File: config.mk
export PLATFORM = sky130hd
export DESIGN_NAME = path_polygon_wall_crossing
export DESIGN_NICKNAME = d
export VERILOG_FILES = /design/src/hw/rtl/ppwc_pkg.sv /design/src/hw/rtl/path_polygon_wall_crossing.sv /design/src/hw/rtl/ppwc_ctrl.sv /design/src/hw/rtl/ppwc_dp.sv
export SDC_FILE = /design/constraint.sdc
export NUM_CORES = 2
export LEC_CHECK = 0
export BUFFER_PORTS_ARGS = -buffer_cell sky130_fd_sc_hd__buf_2
export CORE_UTILIZATION = 60
export DETAILED_ROUTE_END_ITERATION = 16
export PLACE_DENSITY_LB_ADDON = 0.12
export SLEW_MARGIN = 20
export SYNTH_ARGS = -nofsm -noshare
export SYNTH_HDL_FRONTEND = slang
export SYNTH_SLANG_ARGS = --single-unit
File: constraint.sdc
create_clock -name clk -period 22 [get_ports clk]
set_input_delay 0 -clock clk [delete_from_list [all_inputs] [get_ports clk]]
set_output_delay 0 -clock clk [all_outputs]
set_load 0.02 [all_outputs]
File: src/hw/rtl/ppwc_pkg.sv
// shared constants and controller/datapath command and status types
// for the path polygon wall crossing block; depends on nothing
package ppwc_pkg;

	localparam int CoordWidth = 32;
	localparam int DiffWidth  = CoordWidth + 1;
	localparam int ProdWidth  = 2 * DiffWidth;

	// eight products per edge: four orientations, two products each
	localparam int StepCount = 8;
	localparam int StepWidth = $clog2(StepCount);
	// the count runs on past the last step so the operand and product registers drain
	localparam int LastStep  = StepCount + 2;
	localparam int CntWidth  = $clog2(LastStep + 1);

	// orientation codes: which of the four sign tests a step belongs to
	localparam logic [1:0] ORI_MOVE_EDGE_START = 2'd0;
	localparam logic [1:0] ORI_MOVE_EDGE_END   = 2'd1;
	localparam logic [1:0] ORI_EDGE_MOVE_START = 2'd2;
	localparam logic [1:0] ORI_EDGE_MOVE_END   = 2'd3;

	typedef struct packed {
		logic                 load;
		logic                 issue;
		logic [StepWidth-1:0] step;
		logic                 close;
		logic                 eval;
		logic                 commit;
		logic                 emit;
	} ppwc_cmd_t;

	typedef struct packed {
		logic need_reg;
		logic need_close;
		logic is_last;
		logic out_busy;
	} ppwc_sts_t;

endpackage

File: src/hw/rtl/path_polygon_wall_crossing.sv
// top level of the path polygon wall crossing block
// depends on ppwc_pkg, ppwc_ctrl and ppwc_dp
//
// polygon vertices arrive one item at a time, each carrying the movement segment and a solid
// flag for the edge that starts at that vertex; first_vertex opens a polygon, last_vertex closes
// it and produces exactly one crossed result (touching counts as crossing). the edge into the
// current vertex is tested when the previous vertex was solid and the item is not a first
// vertex; on a last vertex the closing edge back to the first vertex is tested when the current
// vertex is solid. each tested edge uses the single shared 33 x 33 bit multiplier, which forms
// the eight cross products of an edge one per cycle, then drains its operand and product
// registers and combines the signs. an item passes through setup, its edge tests if any and
// a finish step, plus an emit step when it emits a result. vertex_stall is high from the cycle
// after acceptance until the item is finished; a result waiting under result_stall only holds
// the block when the next result is due
module path_polygon_wall_crossing import ppwc_pkg::*; (
	input  logic               clk,
	input  logic               arst_n,
	input  logic               vertex_valid,
	output logic               vertex_stall,
	input  logic signed [31:0] move_start_x,
	input  logic signed [31:0] move_start_y,
	input  logic signed [31:0] move_end_x,
	input  logic signed [31:0] move_end_y,
	input  logic signed [31:0] vertex_x,
	input  logic signed [31:0] vertex_y,
	input  logic               wall_solid,
	input  logic               first_vertex,
	input  logic               last_vertex,
	output logic               result_valid,
	input  logic               result_stall,
	output logic               crossed
);

	ppwc_cmd_t cmd;
	ppwc_sts_t sts;

	// sequencer: accepts items and steps the edge tests
	ppwc_ctrl u_ctrl (
		.clk          (clk),
		.arst_n       (arst_n),
		.vertex_valid (vertex_valid),
		.vertex_stall (vertex_stall),
		.sts          (sts),
		.cmd          (cmd)
	);

	// datapath: vertex registers, multiplier, sign tests and result register
	ppwc_dp u_dp (
		.clk          (clk),
		.arst_n       (arst_n),
		.move_start_x (move_start_x),
		.move_start_y (move_start_y),
		.move_end_x   (move_end_x),
		.move_end_y   (move_end_y),
		.vertex_x     (vertex_x),
		.vertex_y     (vertex_y),
		.wall_solid   (wall_solid),
		.first_vertex (first_vertex),
		.last_vertex  (last_vertex),
		.crossed      (crossed),
		.result_valid (result_valid),
		.result_stall (result_stall),
		.cmd          (cmd),
		.sts          (sts)
	);

	// a result is never pushed over one still waiting to be taken
	a_emit_slot_free: assert property (@(posedge clk) disable iff (!arst_n)
		cmd.emit |-> !sts.out_busy)
		else $error("result emitted while output register still held");

	// an accepted item always raises vertex_stall in the cycle after it is taken
	a_load_stalls: assert property (@(posedge clk) disable iff (!arst_n)
		cmd.load |=> vertex_stall)
		else $error("block not busy after taking an item");

	// result_valid only rises from an emit command
	a_valid_from_emit: assert property (@(posedge clk) disable iff (!arst_n)
		$rose(result_valid) |-> $past(cmd.emit))
		else $error("result appeared without an emit");

	// no multiplier step is issued while items are being taken
	a_idle_quiet: assert property (@(posedge clk) disable iff (!arst_n)
		!vertex_stall |-> !cmd.issue && !cmd.eval)
		else $error("edge test running while idle");

endmodule

File: src/hw/rtl/ppwc_ctrl.sv
// sequencer for the wall crossing test: takes items, runs edge tests, emits
// depends on ppwc_pkg
module ppwc_ctrl import ppwc_pkg::*; (
	input  logic      clk,
	input  logic      arst_n,
	input  logic      vertex_valid,
	output logic      vertex_stall,
	input  ppwc_sts_t sts,
	output ppwc_cmd_t cmd
);

	localparam logic [2:0] ST_IDLE   = 3'd0;
	localparam logic [2:0] ST_SETUP  = 3'd1;
	localparam logic [2:0] ST_EDGE   = 3'd2;
	localparam logic [2:0] ST_FINISH = 3'd3;
	localparam logic [2:0] ST_EMIT   = 3'd4;

	logic [2:0]          state_q, state_n;
	logic [CntWidth-1:0] cnt_q, cnt_n;
	logic                close_q, close_n;

	assign vertex_stall = (state_q != ST_IDLE);

	always_comb begin
		cmd     = '0;
		state_n = state_q;
		cnt_n   = cnt_q;
		close_n = close_q;
		case (state_q)
			ST_IDLE: begin
				cmd.load = vertex_valid;
				if (vertex_valid) begin
					state_n = ST_SETUP;
				end
			end
			ST_SETUP: begin
				cnt_n = '0;
				if (sts.need_reg) begin
					close_n = 1'b0;
					state_n = ST_EDGE;
				end else if (sts.need_close) begin
					close_n = 1'b1;
					state_n = ST_EDGE;
				end else begin
					state_n = ST_FINISH;
				end
			end
			ST_EDGE: begin
				cmd.issue = (cnt_q < CntWidth'(StepCount));
				cmd.step  = cnt_q[StepWidth-1:0];
				cmd.close = close_q;
				cnt_n     = cnt_q + 1'b1;
				if (cnt_q == CntWidth'(LastStep)) begin
					cmd.eval = 1'b1;
					cnt_n    = '0;
					if (!close_q && sts.need_close) begin
						close_n = 1'b1;
					end else begin
						state_n = ST_FINISH;
					end
				end
			end
			ST_FINISH: begin
				cmd.commit = 1'b1;
				state_n    = sts.is_last ? ST_EMIT : ST_IDLE;
			end
			ST_EMIT: begin
				if (!sts.out_busy) begin
					cmd.emit = 1'b1;
					state_n  = ST_IDLE;
				end
			end
			default: begin
				state_n = ST_IDLE;
			end
		endcase
	end

	always_ff @(posedge clk or negedge arst_n) begin
		if (!arst_n) begin
			state_q <= ST_IDLE;
			cnt_q   <= '0;
			close_q <= 1'b0;
		end else begin
			state_q <= state_n;
			cnt_q   <= cnt_n;
			close_q <= close_n;
		end
	end

endmodule

File: src/hw/rtl/ppwc_dp.sv
// datapath: item and polygon registers, shared multiplier, sign tests, result
// depends on ppwc_pkg
module ppwc_dp import ppwc_pkg::*; (
	input  logic               clk,
	input  logic               arst_n,
	input  logic signed [31:0] move_start_x,
	input  logic signed [31:0] move_start_y,
	input  logic signed [31:0] move_end_x,
	input  logic signed [31:0] move_end_y,
	input  logic signed [31:0] vertex_x,
	input  logic signed [31:0] vertex_y,
	input  logic               wall_solid,
	input  logic               first_vertex,
	input  logic               last_vertex,
	output logic               crossed,
	output logic               result_valid,
	input  logic               result_stall,
	input  ppwc_cmd_t          cmd,
	output ppwc_sts_t          sts
);

	localparam int Msb = CoordWidth - 1;

	logic signed [Msb:0] ms_x_q, ms_y_q, me_x_q, me_y_q, v_x_q, v_y_q;
	logic                solid_q, first_q, last_q;
	logic signed [Msb:0] first_vx_q, first_vy_q, prev_vx_q, prev_vy_q;
	logic                prev_solid_q, hit_q;

	logic signed [Msb:0] p2_x, p2_y, p3_x, p3_y;
	logic signed [Msb:0] a_x, a_y, b_x, b_y, c_x, c_y;
	logic signed [Msb:0] u1, u0, w1, w0;
	logic signed [DiffWidth-1:0] opa_n, opb_n;
	logic                meet_x, meet_y, bbox_q;

	logic                        valid_s1, valid_s2;
	logic [StepWidth-1:0]        step_s1, step_s2;
	logic signed [DiffWidth-1:0] opa_s1, opb_s1;
	logic signed [ProdWidth-1:0] prod_s2, prod0_q;
	logic [3:0]                  neg_q, zero_q;
	logic                        fail_edge, fail_move, touch;
	logic                        result_valid_q, crossed_q;

	// item and polygon registers
	always_ff @(posedge clk) begin
		if (cmd.load) begin
			ms_x_q  <= move_start_x[Msb:0];
			ms_y_q  <= move_start_y[Msb:0];
			me_x_q  <= move_end_x[Msb:0];
			me_y_q  <= move_end_y[Msb:0];
			v_x_q   <= vertex_x[Msb:0];
			v_y_q   <= vertex_y[Msb:0];
			solid_q <= wall_solid;
			first_q <= first_vertex;
			last_q  <= last_vertex;
		end
	end

	always_ff @(posedge clk or negedge arst_n) begin
		if (!arst_n) begin
			first_vx_q   <= '0;
			first_vy_q   <= '0;
			prev_vx_q    <= '0;
			prev_vy_q    <= '0;
			prev_solid_q <= 1'b0;
			hit_q        <= 1'b0;
		end else begin
			if (cmd.load && first_vertex) begin
				first_vx_q <= vertex_x[Msb:0];
				first_vy_q <= vertex_y[Msb:0];
			end
			if (cmd.commit) begin
				prev_vx_q    <= v_x_q;
				prev_vy_q    <= v_y_q;
				prev_solid_q <= solid_q;
			end
			if (cmd.load && first_vertex) begin
				hit_q <= 1'b0;
			end else if (cmd.eval && touch) begin
				hit_q <= 1'b1;
			end else if (cmd.emit) begin
				hit_q <= 1'b0;
			end
		end
	end

	// edge under test: previous to current, or current back to first
	assign p2_x = cmd.close ? v_x_q : prev_vx_q;
	assign p2_y = cmd.close ? v_y_q : prev_vy_q;
	assign p3_x = cmd.close ? first_vx_q : v_x_q;
	assign p3_y = cmd.close ? first_vy_q : v_y_q;

	always_comb begin
		case (cmd.step[StepWidth-1:1])
			ORI_MOVE_EDGE_START: begin
				a_x = ms_x_q; a_y = ms_y_q; b_x = me_x_q; b_y = me_y_q; c_x = p2_x; c_y = p2_y;
			end
			ORI_MOVE_EDGE_END: begin
				a_x = ms_x_q; a_y = ms_y_q; b_x = me_x_q; b_y = me_y_q; c_x = p3_x; c_y = p3_y;
			end
			ORI_EDGE_MOVE_START: begin
				a_x = p2_x; a_y = p2_y; b_x = p3_x; b_y = p3_y; c_x = ms_x_q; c_y = ms_y_q;
			end
			ORI_EDGE_MOVE_END: begin
				a_x = p2_x; a_y = p2_y; b_x = p3_x; b_y = p3_y; c_x = me_x_q; c_y = me_y_q;
			end
			default: begin
				a_x = ms_x_q; a_y = ms_y_q; b_x = me_x_q; b_y = me_y_q; c_x = p2_x; c_y = p2_y;
			end
		endcase
	end

	// even step (bx-ax)*(cy-ay), odd step (by-ay)*(cx-ax)
	assign u1 = cmd.step[0] ? b_y : b_x;
	assign u0 = cmd.step[0] ? a_y : a_x;
	assign w1 = cmd.step[0] ? c_x : c_y;
	assign w0 = cmd.step[0] ? a_x : a_y;

	assign opa_n = $signed({u1[Msb], u1}) - $signed({u0[Msb], u0});
	assign opb_n = $signed({w1[Msb], w1}) - $signed({w0[Msb], w0});

	// bounding boxes meet when, on each axis, some end of each is at or below some end of the other
	assign meet_x = ((ms_x_q <= p2_x) || (ms_x_q <= p3_x) || (me_x_q <= p2_x) ||
			(me_x_q <= p3_x)) &&
			((p2_x <= ms_x_q) || (p2_x <= me_x_q) || (p3_x <= ms_x_q) ||
			(p3_x <= me_x_q));
	assign meet_y = ((ms_y_q <= p2_y) || (ms_y_q <= p3_y) || (me_y_q <= p2_y) ||
			(me_y_q <= p3_y)) &&
			((p2_y <= ms_y_q) || (p2_y <= me_y_q) || (p3_y <= ms_y_q) ||
			(p3_y <= me_y_q));

	always_ff @(posedge clk or negedge arst_n) begin
		if (!arst_n) begin
			valid_s1 <= 1'b0;
			valid_s2 <= 1'b0;
		end else begin
			valid_s1 <= cmd.issue;
			valid_s2 <= valid_s1;
		end
	end

	always_ff @(posedge clk) begin
		if (cmd.issue && (cmd.step == '0)) begin
			bbox_q <= meet_x && meet_y;
		end
		step_s1 <= cmd.step;
		opa_s1  <= opa_n;
		opb_s1  <= opb_n;
		step_s2 <= step_s1;
		prod_s2 <= ProdWidth'(opa_s1) * ProdWidth'(opb_s1);
		if (valid_s2) begin
			if (!step_s2[0]) begin
				prod0_q <= prod_s2;
			end else begin
				neg_q[step_s2[StepWidth-1:1]]  <= (prod0_q < prod_s2);
				zero_q[step_s2[StepWidth-1:1]] <= (prod0_q == prod_s2);
			end
		end
	end

	// both ends strictly on the same side means no contact
	assign fail_edge = !zero_q[ORI_MOVE_EDGE_START] && !zero_q[ORI_MOVE_EDGE_END] &&
			(neg_q[ORI_MOVE_EDGE_START] == neg_q[ORI_MOVE_EDGE_END]);
	assign fail_move = !zero_q[ORI_EDGE_MOVE_START] && !zero_q[ORI_EDGE_MOVE_END] &&
			(neg_q[ORI_EDGE_MOVE_START] == neg_q[ORI_EDGE_MOVE_END]);
	assign touch = bbox_q && !fail_edge && !fail_move;

	// result register
	always_ff @(posedge clk or negedge arst_n) begin
		if (!arst_n) begin
			result_valid_q <= 1'b0;
		end else if (cmd.emit) begin
			result_valid_q <= 1'b1;
		end else if (!result_stall) begin
			result_valid_q <= 1'b0;
		end
	end

	always_ff @(posedge clk) begin
		if (cmd.emit) begin
			crossed_q <= hit_q;
		end
	end

	assign crossed      = crossed_q;
	assign result_valid = result_valid_q;

	assign sts.need_reg   = !first_q && prev_solid_q;
	assign sts.need_close = last_q && solid_q;
	assign sts.is_last    = last_q;
	assign sts.out_busy   = result_valid_q && result_stall;

endmodule

==> results.ini <==
[clock_tree]
clk_latency_ns = 0.71
clk_path_buf_depth = 3
clkTransAtPathRegs_ns = 0.06
postCtsSetupRepairBufs = 0
cts.repair.resized = 0
cts_tree = built
root_buffer = clkbuf_16
cts_sinks = 550
postCtsHoldBufs = 257
htreeDepth = 2
cts_inserted_buffers = 55

[timing]
tns_ns = 0
max_freq_mhz = 116.3
rsz0062_at_grt = no
period_share = 0.3907
setup_viol = 0
finClkSkew_ns = 0.07171
finalHoldViolations = 0
timing_max_transition_violations_final = 0
finalCriticalPeriod_ns = 8.595
slew_headroom = 0.1603
tightest_slew_ns = 1.250

[worst_setup_path]
r2r_slack_ns = 13.40
startpoint = u_dp.opa_s1[14]
start_kind = register
reg2reg_from = u_dp.opa_s1[14]
reg2reg_depth = 22
worstPathMaxFanout = 33
crit_buf_inv = 3
crit_chain = nand2_1 -> fa_1 -> fa_1 -> inv_1 -> fa_1 -> fa_1 -> fa_1 -> fa_1 -> fa_1 -> inv_1 -> fa_1 -> inv_1 -> ha_1 -> nand4_1 -> or3_1 -> a211oi_1 -> nor3_1 -> o21ba_2 -> nor3_1 -> o21ai_0 -> a21oi_1 -> xor2_1
cp-end-kind = register
critical_path.slowest_cell = dfxtp_2
crit_family = adder cells
timing.rr.end = u_dp.prod_s2[64]
cpPeakStageDelay_ns = 1.07
crit_type = reg -> reg
crit_top_cell = fa_1
crit_required_ns = 22.62
worstPathArrival_ns = 9.22

[floorplan]
die_area_um2 = 120000
fp.coreArea_um2 = 117900
start_util = 0.6037
num_rows = 126
die_h_um = 346.5
io_pins = 202
die_x_um = 346.5

[run_status]
outcome = completed

[route]
drt_iter0_markers = 3761
vias = 53880
first_pass_iters = 6
postRouteWirelength_um = 202000
ant_nets = 0
via_per_inst = 5.917
drc = 0
drt-wirelength-per-cell_um = 22.18

[final_layout]
area_growth_pct = 9.819
antennaDiodeCount = 0
drive_above_1_share = 0.07649
final_nets = 9476

[placed_design]
globalplace.congestion = 0.9840
port_buffers = 201
dpl.hpwl_um = 152600

[synthesis]
synth_cell_types = 93
async_reset_ff_frac = 0.2564
synth_edf_count = 271
avgSynthCellArea_um2 = 9.809
synth.cell_area_um2 = 71190
synth-seq-area-share = 0.2027
syn_inst = 7258
postSynthRegisterBits = 550
syn_nets = 9209
synth_flop_cell = edfxtp_1
yosysWarnings = 0

[grt]
grt-ovfl-total = 0
grt_use_total = 0.3449
grt_max_degree = 96
grt_pass1_vias = 57490
antenna_found_initial = 1
grt_pass1_wl_um = 320700

[hold_path]
hold_depth = 2
hold_class = in -> reg
min-delay-start = vertex_y[8]
min_to = u_dp.v_y_q[8]

[flow_run]
drv_cap = 0

-- final cells by class --
type | count | area (µm²)
clock inverters | 34 | 506.7
well taps | 1536 | 1922
repair buffers | 546 | 4275
inverters | 1255 | 4718
fillers | 9289 | 39740
flip-flops and latches | 550 | 14450
multi-input cells | 5117 | 50810
clock buffers | 68 | 1508
-- through the flow --
stage / hold WS [ns] / util / instance area [µm²] / instances / worst slack, ns
2_1_floorplan: -0.2956 / - / 71190 / 7258 / 14.50
3_3_place_gp: 0.08706 / 0.6240 / 73580 / 8747 / 13.55
6_report: 0.01771 / 0.6630 / 78180 / 9106 / 13.40
5_1_grt: 0.02242 / 0.6630 / 78180 / 9106 / 13.09
4_1_cts: 0.0003655 / 0.6630 / 78180 / 9106 / 13.43
3_5_place_dp: 0.07979 / 0.6240 / 73580 / 8747 / 13.48
-- routing by layer --
layer / global-route usage / vias up / routed length, µm
met1: 0.4333 / 27070 / 76750
li1: - / 23930 / -
met3: 0.04673 / 582 / 14720
met5: 0 / - / 0
met4: 0.1847 / 0 / 12610
met2: 0.5797 / 2298 / 97900
-- placed cells by master, fill, tap and decap left out, types with 94 or more instances in the layout --
cell type         n
nor2_1          187
fa_1           1147
buf_2           200
xnor2_1          96
and2_1          540
edfxtp_1        271
dlygate4sd3_1   256
nand2_1         842
mux2i_1         161
a21o_1           94
ha_1            605
mux2_2          136
a21oi_1         318
inv_1          1252
dfrtp_1         141
o21ai_0         217
dfxtp_1         125
-- synthesized netlist by cell type (7+ instances only) --
cell,number,share of area
a21boi_0,10,0.0011
and3_1,24,0.0021
nor2b_1,26,0.0023
and2_1,541,0.048
clkbuf_1,302,0.016
a22oi_1,19,0.0020
o21bai_1,31,0.0033
nor2_1,191,0.010
nand2b_1,25,0.0022
buf_2,17,0.0012
a31oi_1,23,0.0020
or3_1,7,0.00062
a32oi_1,42,0.0052
o211ai_1,22,0.0023
xnor2_1,96,0.012
nand3_1,79,0.0056
a221oi_1,48,0.0059
o31ai_1,7,0.00074
a2111oi_0,7,0.00086
dfrtp_1,141,0.050
mux2_2,136,0.022
edfxtp_1,271,0.11
nor4_1,14,0.0012
a211oi_1,72,0.0076
nand2_1,846,0.045
o21a_1,20,0.0021
a21oi_1,318,0.022
nand4_1,80,0.0070
dfxtp_1,138,0.039
a21o_1,94,0.0099
nor3_1,49,0.0034
mux2i_1,161,0.023
ha_1,605,0.11
buf_1,14,0.00074
inv_1,1253,0.066
o21ai_0,217,0.015
or4_1,7,0.00074
fa_1,1147,0.32
xor2_1,36,0.0044
-- flip-flops by register name (all words and copies together), names as in the netlist, 3 cells and up --
name,count
u_ctrl.cnt_q,4
u_ctrl.state_q,3
u_dp.first_vx_q,32
u_dp.first_vy_q,32
u_dp.me_x_q,32
u_dp.me_y_q,32
u_dp.ms_x_q,32
u_dp.ms_y_q,32
u_dp.neg_q,4
u_dp.opa_s1,33
u_dp.opb_s1,33
u_dp.prev_vx_q,32
u_dp.prev_vy_q,32
u_dp.prod0_q,66
u_dp.prod_s2,66
u_dp.step_s1,3
u_dp.step_s2,3
u_dp.v_x_q,32
u_dp.v_y_q,32
u_dp.zero_q,4
-- kinds of logic (layout without fill, tap and decap cells) --
kind of cell,Yosys count,count (layout),synth area share
AO/OA/AOI/OAI,1013,1013,0.09220
XOR/XNOR,132,132,0.01624
adder cells (fa/ha/maj),1752,1752,0.4289
buffers and inverters,1591,1903,0.08450
flip-flops,550,550,0.2027
multiplexers,298,298,0.04446
AND/OR/NAND/NOR,1922,1922,0.1311
-- worst max-delay path by stage --
stage	end	slack (ns)	depth (start not counted)
floorplan	u_dp.prod_s2[65]	14.50	21
global placement	u_dp.prod_s2[64]	13.55	22
CTS	u_dp.prod_s2[64]	13.43	22
global route	u_dp.prod_s2[64]	13.09	22
detailed placement	u_dp.prod_s2[64]	13.48	22
finish	u_dp.prod_s2[64]	13.40	22
Power is not shown: default switching activity piles up to over one toggle a cycle in this logic, so the estimate is an artifact.
